$ cat config.mk
export PLATFORM = sky130hd
export DESIGN_NAME = pnp_cell
export DESIGN_NICKNAME = d
export VERILOG_FILES = /design/src/pnp_pkg.sv /design/src/pnp_cell.sv
export SDC_FILE = /design/constraint.sdc
export NUM_CORES = 1
export LEC_CHECK = 0
export BUFFER_PORTS_ARGS = -buffer_cell sky130_fd_sc_hd__buf_2
export CAP_MARGIN = 30
export CORE_ASPECT_RATIO = 0.7
export CORE_MARGIN = 10
export CORE_UTILIZATION = 25
export CTS_CLUSTER_SIZE = 24
export DETAILED_ROUTE_END_ITERATION = 10
export SYNTH_ARGS = -nofsm -noshare
export SYNTH_HDL_FRONTEND = slang
export SYNTH_SLANG_ARGS = --single-unit
$ cat constraint.sdc
create_clock -name clock -period 1.4 [get_ports clock]
set_input_delay 0.21 -clock clock [delete_from_list [all_inputs] [get_ports clock]]
set_output_delay 0.21 -clock clock [all_outputs]
set_load 0.05 [all_outputs]
$ cat src/pnp_pkg.sv
// Shared types and constants for the point-near-polyline check.
// No dependencies; used by every module of the block.
package pnp_pkg;

   localparam int COORD_W  = 12;
   localparam int RAD_W    = 8;
   localparam int R_W      = 9;
   localparam int R2_W     = 18;
   localparam int OP_W     = 2;
   localparam int STATUS_W = 2;

   // Segment unit widths: differences, products, squared lengths, cross terms
   localparam int DIFF_W   = 13;
   localparam int PROD_W   = 26;
   localparam int SQ_W     = 24;
   localparam int SUM_W    = 25;
   localparam int DOT_W    = 26;
   localparam int CROSS2_W = 50;
   localparam int RL_W     = 43;
   localparam int SEG_LAT  = 5;

   localparam logic [OP_W-1:0] OP_CLEAR  = 2'd0;
   localparam logic [OP_W-1:0] OP_APPEND = 2'd1;
   localparam logic [OP_W-1:0] OP_QUERY  = 2'd2;

   localparam logic [STATUS_W-1:0] STATUS_OK    = 2'd0;
   localparam logic [STATUS_W-1:0] STATUS_FULL  = 2'd1;
   localparam logic [STATUS_W-1:0] STATUS_SHORT = 2'd2;

   localparam int CSR_AW = 3;
   localparam int CSR_DW = 32;
   localparam logic [0:0] CSR_IDX_PATH_HALF_WIDTH = 1'b0;
   localparam logic [RAD_W-1:0] PATH_HALF_WIDTH_RESET = 8'd10;

   typedef struct packed {
      logic [COORD_W-1:0] y;
      logic [COORD_W-1:0] x;
   } vertex_type;

   typedef struct packed {
      logic shift;
      logic load;
   } cell_ctl_type;

   typedef struct packed {
      logic       valid;
      vertex_type pt;
      vertex_type a;
      vertex_type b;
   } seg_req_type;

   typedef struct packed {
      logic valid;
      logic hit;
   } seg_rsp_type;

endpackage

$ cat src/pnp_cell.sv
// One vertex cell of the rotating vertex ring.
// Depends on pnp_pkg for the vertex and control types.
module pnp_cell (
   input  logic                  clock,
   input  pnp_pkg::cell_ctl_type ctl,
   input  pnp_pkg::vertex_type   next_vtx,
   input  pnp_pkg::vertex_type   load_vtx,
   output pnp_pkg::vertex_type   vtx
);

   pnp_pkg::vertex_type vtx_ff;
   pnp_pkg::vertex_type vtx_in;

   // load wins over shift; they never coincide
   always_comb begin
      vtx_in = vtx_ff;
      if (ctl.load) begin
         vtx_in = load_vtx;
      end else if (ctl.shift) begin
         vtx_in = next_vtx;
      end
   end

   always_ff @(posedge clock) begin
      vtx_ff <= vtx_in;
   end

   assign vtx = vtx_ff;

endmodule

==> qor.txt, run 1 <==
outcome -> finished clean
Final setup viols -> 0
Avg Cell Area, Syn -> 21.5 sq um
VDD IR max -> 0.000390 V
CTS tree -> yes
Worst Tran Pin Value -> 0.563 ns
min-delay src -> next_vtx[13]
post-DR vias/cell -> 4.02
kind of critical path -> reg -> out
initial antenna violation count -> 0
Crit path required time -> 1.19 ns
GRT met2 Usage -> 0.112
Synth Register Bits -> 24
met1 Use GR -> 0.0781
Cell Count, Final, Fillers Out -> 183
Die ar. -> 7600 sq um
synthesized area -> 1120 sq um
Routed WL -> 2880 microns
IO Pins -> 75
DRT iter0 DRCs -> 6
Die Wd -> 100 microns
via count -> 736
DRC Markers -> 0
Post-Route Utilization -> 0.361
Slew headroom -> 0.625
Max Slew Vio Count -> 0
routed length per placed instance -> 15.7 microns
CP Buf/Inv Count -> 1
Worst Path Max Fanout -> 1
DP Worst Slack -> 0.201 ns
Power Density -> 1180 nW/um^2
Tightest Hold Check Type -> in -> reg
share of cells above drive strength 1 -> 0.813
unique cell type count in the Yosys netlist -> 6
num rows -> 20
YS warnings -> 0
Placed Instances -> 180
# clock sinks -> 24
hold buffer count at cts -> 0
worst setup margin -> 0.325 ns
Fin. Hold Viols -> 0
multi-input logic area -> 348 sq um
final total power -> 1.84 mW
Seq/Total Area, Yosys -> 0.644
Max stage delay cell, worst path -> edfxtp_1
largest net degree at the start of global routing -> 25
fin crit period -> 1.07 ns
Storage cell area -> 721 sq um
Post-Syn Nets -> 103
GRT Total Usage -> 0.0718
CTS max path bufs -> 2
Syn-to-layout area delta -> 39.7%
number of nets in the layout -> 181
CTS resizes -> 0
met3 Use GR -> 0.0444
Design Area, Final -> 1560 sq um
Worst path top cell family by delay -> flip-flops
fillcell total -> 454
critical path launch point type -> flop
Placement Cell Area -> 1520 sq um
vias in the first global route -> 889
RSZ-0062 raised after global routing -> no
Crit path largest cell delay -> 0.34 ns
CTS Root Cell -> clkbuf_8
Largest register FFs -> 24
Die Height -> 76.0 microns
Leak -> 0.745 nW
Max Cap Violations -> 0
GRT busiest layer -> met2
1st-pass router iterations -> 2
Fin Hold WS -> 0.251 ns
worst hold stages -> 2
Hold Crit Endpoint -> vtx[13]
CP cell instances -> buf_2
Arrival @ worst endpoint -> 0.86 ns
Core Region -> 4330 sq um
DP HPWL -> 2480 microns
period utilisation layout -> 0.768
Post-Syn Instances -> 52
gr ovfl total -> 0
clock-pin slew on the worst setup and hold paths -> 0.08 ns
RePlAce Congestion -> 0.654
cts bufs inserted -> 3
# port buffers -> 74
setup TNS -> 0 ns
Max Fclk -> 930 MHz
ANT cells -> 0
# H-tree levels -> 1
Initial Utilization -> 0.259
Post-DRT Antenna Nets -> 0
Setup crit end kind -> output port
Post-CTS Setup Inserts -> 0
first-pass GRT wire length -> 4330 microns
==> worst max-delay path by stage <==
stage / startpoint / slack, ns / cells past startpoint / endpoint
global route: vtx[7] / 0.28 / 1 / vtx[7]
global placement: ctl[0] / 0.22 / 2 / vtx[7]
CTS: vtx[20] / 0.30 / 1 / vtx[20]
detailed placement: ctl[0] / 0.20 / 3 / vtx[1]
floorplan: ctl[0] / 0.15 / 3 / vtx[0]
finish: vtx[6] / 0.33 / 1 / vtx[6]
==> layer usage <==
metal  wire length, microns  part of all wire
met5                      0                 0
met4                     19            0.0066
met3                    339              0.12
met2                   1340              0.47
met1                   1180              0.41
==> cell usage after synthesis <==
cell type  count  share of area
mux2_4        19           0.25
buf_12         2          0.036
edfxtp_1      24           0.64
buf_6          1          0.010
mux2_2         5          0.050
or2_1          1         0.0056
==> cells by family (layout without fill, tap and decap cells) <==
family,after synthesis,after routing,share of synthesized area
muxes,24,24,0.305
DFF,24,24,0.644
buffers and inverters,3,79,0.0458
and+or+nand+nor,1,1,0.00559
==> power breakdown <==
part / total [mW] / internal (mW) / switching (mW)
logic: 0.554 / 0.178 / 0.376
registers: 0.901 / 0.882 / 0.0193
clock network: 0.387 / 0.192 / 0.195
total: 1.84 / 1.25 / 0.591
==> cell type report <==
| cell class | count | area share |
|---|---|---|
| clock buffer | 3 | 0.0264 |
| multi-input combinational | 25 | 0.222 |
| tap | 55 | 0.0440 |
| timing repair buffer | 76 | 0.246 |
| sequential | 24 | 0.461 |
==> cell usage in the layout, fill, tap and decap left out <==
master,n
buf_2,74
edfxtp_1,24
mux2_4,19
buf_4,2
clkbuf_8,3
mux2_2,5
or2_2,1
(Power assumes the default switching activity.)
==> run 2: changes to the inputs <==
--- a/config.mk
+++ b/config.mk
@@ -5,6 +5,7 @@
 export SDC_FILE = /design/constraint.sdc
 export NUM_CORES = 1
 export LEC_CHECK = 0
+export ABC_AREA = 1
 export BUFFER_PORTS_ARGS = -buffer_cell sky130_fd_sc_hd__buf_2
 export CAP_MARGIN = 30
 export CORE_ASPECT_RATIO = 0.7
==> constraint.sdc (replaced) <==
create_clock -name clock -period 1.02 [get_ports clock]
set_input_delay 0.153 -clock clock [delete_from_list [all_inputs] [get_ports clock]]
set_output_delay 0.153 -clock clock [all_outputs]
set_load 0.05 [all_outputs]
==> qor.txt, run 2 <==
synth top area cells -> edfxtp_1 (67%), nand2_1 (23%), nand2_2 (4.0%)
clock-pin slew on the worst setup and hold paths -> 0.08 ns (about the same)
# clock sinks -> 24 (unchanged)
hold buffer count at cts -> 0 (unchanged)
Worst Path Max Fanout -> 1 (unchanged)
# H-tree levels -> 1 (unchanged)
Worst Tran Pin Value -> 0.320 ns (-0.243 ns)
Arrival @ worst endpoint -> 0.83 ns (-0.03 ns)
Placed Instances -> 226 (+26%)
CP Buf/Inv Count -> 1 (unchanged)
Max Cap Violations -> 0 (unchanged)
most common flop cell mapped by yosys -> edfxtp_1
Avg Cell Area, Syn -> 10.5 sq um (-51%)
Post-DRT Antenna Nets -> 0 (unchanged)
# port buffers -> 74 (unchanged)
Die Wd -> 98.6 microns (-1.4%)
CTS tree -> yes
outcome -> finished clean
synthesized area -> 1080 sq um (-3.4%)
RSZ-0062 raised after global routing -> yes
num rows -> 19 (-5.0%)
Worst path top cell family by delay -> flip-flops
number of nets in the layout -> 230 (+27%)
Fin. Hold Viols -> 0 (unchanged)
ANT cells -> 0 (unchanged)
Final setup viols -> 0 (unchanged)
fillcell total -> 432 (-4.8%)
min-delay src -> next_vtx[7]
post-DR vias/cell -> 3.91 (-2.8%)
initial antenna violation count -> 0 (unchanged)
critical path launch point type -> flop
Synth Register Bits -> 24 (unchanged)
Power Density -> 1600 nW/um^2 (+36%)
worst setup margin -> 0.0335 ns (-0.292 ns)
Storage cell area -> 721 sq um (unchanged)
period utilisation layout -> 0.967
DP Worst Slack -> 0.0464 ns (-0.155 ns)
Die ar. -> 7400 sq um (-2.6%)
commonest non-fill, non-tap cells in the layout -> nand2_1 (65), buf_2 (50), edfxtp_1 (24)
Core Region -> 4040 sq um (-6.6%)
Crit path required time -> 0.87 ns (-0.32 ns)
VDD IR max -> 0.000631 V (+62%)
unique cell type count in the Yosys netlist -> 8 (+2)
most common cell after layout, fill and taps aside -> nand2_1
CP cell instances -> buf_6
worst hold stages -> 3 (+1)
DRC Markers -> 0 (unchanged)
Die Height -> 75.1 microns (-1.2%)
Max Fclk -> 1010 MHz
multi-input logic area -> 297 sq um (-15%)
Post-Syn Instances -> 103 (+98%)
Post-Syn Nets -> 154 (+50%)
fin crit period -> 0.987 ns
CTS Root Cell -> clkbuf_8
Max Slew Vio Count -> 0 (unchanged)
Initial Utilization -> 0.268 (+0.00913)
kind of critical path -> reg -> out
Syn-to-layout area delta -> 50.9%
commonest cells in the netlist -> nand2_1 (65), edfxtp_1 (24), nand2_2 (7), buf_6 (3)
Crit path largest cell delay -> 0.40 ns (+0.06 ns)
most common cell in the netlist -> nand2_1
EDFF count, synth -> 24 (unchanged)
RePlAce Congestion -> 0.780 (+19%)
FFs w/ async S/R, synth -> 0 (unchanged)
Setup crit end kind -> output port
routed length per placed instance -> 13.1 microns (-17%)
post-synth top area share -> 0.666 (+0.0223)
IO Pins -> 75 (unchanged)
Max stage delay cell, worst path -> edfxtp_1
Leak -> 0.832 nW (+12%)
Cell Count, Final, Fillers Out -> 230 (+26%)
share of cells above drive strength 1 -> 0.494 (-0.318)
largest net degree at the start of global routing -> 25 (unchanged)
Routed WL -> 3010 microns (+4.6%)
Hold Crit Endpoint -> vtx[7]
Tightest Hold Check Type -> in -> reg
Largest register FFs -> 24 (unchanged)
DP HPWL -> 2540 microns (+2.5%)
vias in the first global route -> 1002 (+13%)
gr ovfl total -> 0 (unchanged)
via count -> 899 (+22%)
DRT iter0 DRCs -> 14 (+8)
Slew headroom -> 0.787 (+0.162)
CTS max path bufs -> 2 (unchanged)
post-synth top area cell -> edfxtp_1
first-pass GRT wire length -> 4800 microns (+11%)
1st-pass router iterations -> 3 (+1)
GRT Total Usage -> 0.0801 (+0.00834)
Seq/Total Area, Yosys -> 0.666 (+0.0223)
YS warnings -> 0 (unchanged)
cts bufs inserted -> 3 (unchanged)
==> run 2: cells by family (layout without fill, tap and decap cells) <==
logic type    count (synthesis)  after routing  synth area share
buf+inv                       6             81            0.0624
simple gates                 73             73             0.272
flops                        24             24             0.666
==> run 2: worst max path at each step <==
stage	end	slack [ns]	startpoint	depth (start not counted)
finish	vtx[21]	0.03	vtx[21]	1
global route	vtx[4]	-0.009	vtx[4]	1
CTS	vtx[20]	0.0009	vtx[20]	1
detailed placement	vtx[3]	0.05	ctl[0]	5
global placement	vtx[8]	0.06	ctl[0]	5
floorplan	vtx[0]	0.12	ctl[0]	2
==> run 2: final cells by class <==
| class | instances | share of cell area |
|---|---|---|
| well taps | 52 | 0.0398 |
| inverters | 1 | 0.00690 |
| flip-flops and latches | 24 | 0.441 |
| repair buffers | 76 | 0.303 |
| multi-input cells | 73 | 0.182 |
| clock buffers | 3 | 0.0253 |
| clock inverters | 1 | 0.00230 |
==> run 2: stage by stage <==
stage / hold WS [ns] / instance area [sq um] / TNS, ns / utilization / total power [mW]
final: 0.155 / 1630 / 0 / 0.404 / 2.62
after global routing: 0.155 / 1630 / -0.0124 / 0.404 / 2.76
after CTS: 0.150 / 1540 / 0 / 0.381 / 2.56
after detailed placement: 0.423 / 1480 / 0 / 0.366 / 2.00
after global placement: 0.420 / 1480 / 0 / 0.366 / 1.99
after floorplan: 0.326 / 1080 / 0 / - / 1.78
==> run 2: where the power goes <==
part	leakage, nW	internal (mW)	switching [mW]
sequential	0.247	1.21	0.0393
combinational	0.561	0.278	0.544
clock	0.0231	0.268	0.278
total	0.832	1.76	0.861
==> run 2: layer usage <==
metal  routed length (microns)  vias to the layer above  global-route usage
li1                          -                      476                   -
met1                      1310                      389              0.0941
met2                      1530                       32               0.139
met3                       132                        2              0.0229
met4                        36                        0              0.0285
met5                         0                        -                   0
==> run 2: timing repair <==
action                     CTS  global route
setup buffers                0             0
gates cloned                 0             0
gates resized for setup      6            49
pin swaps                    0             0
setup endpoints to repair    6            24
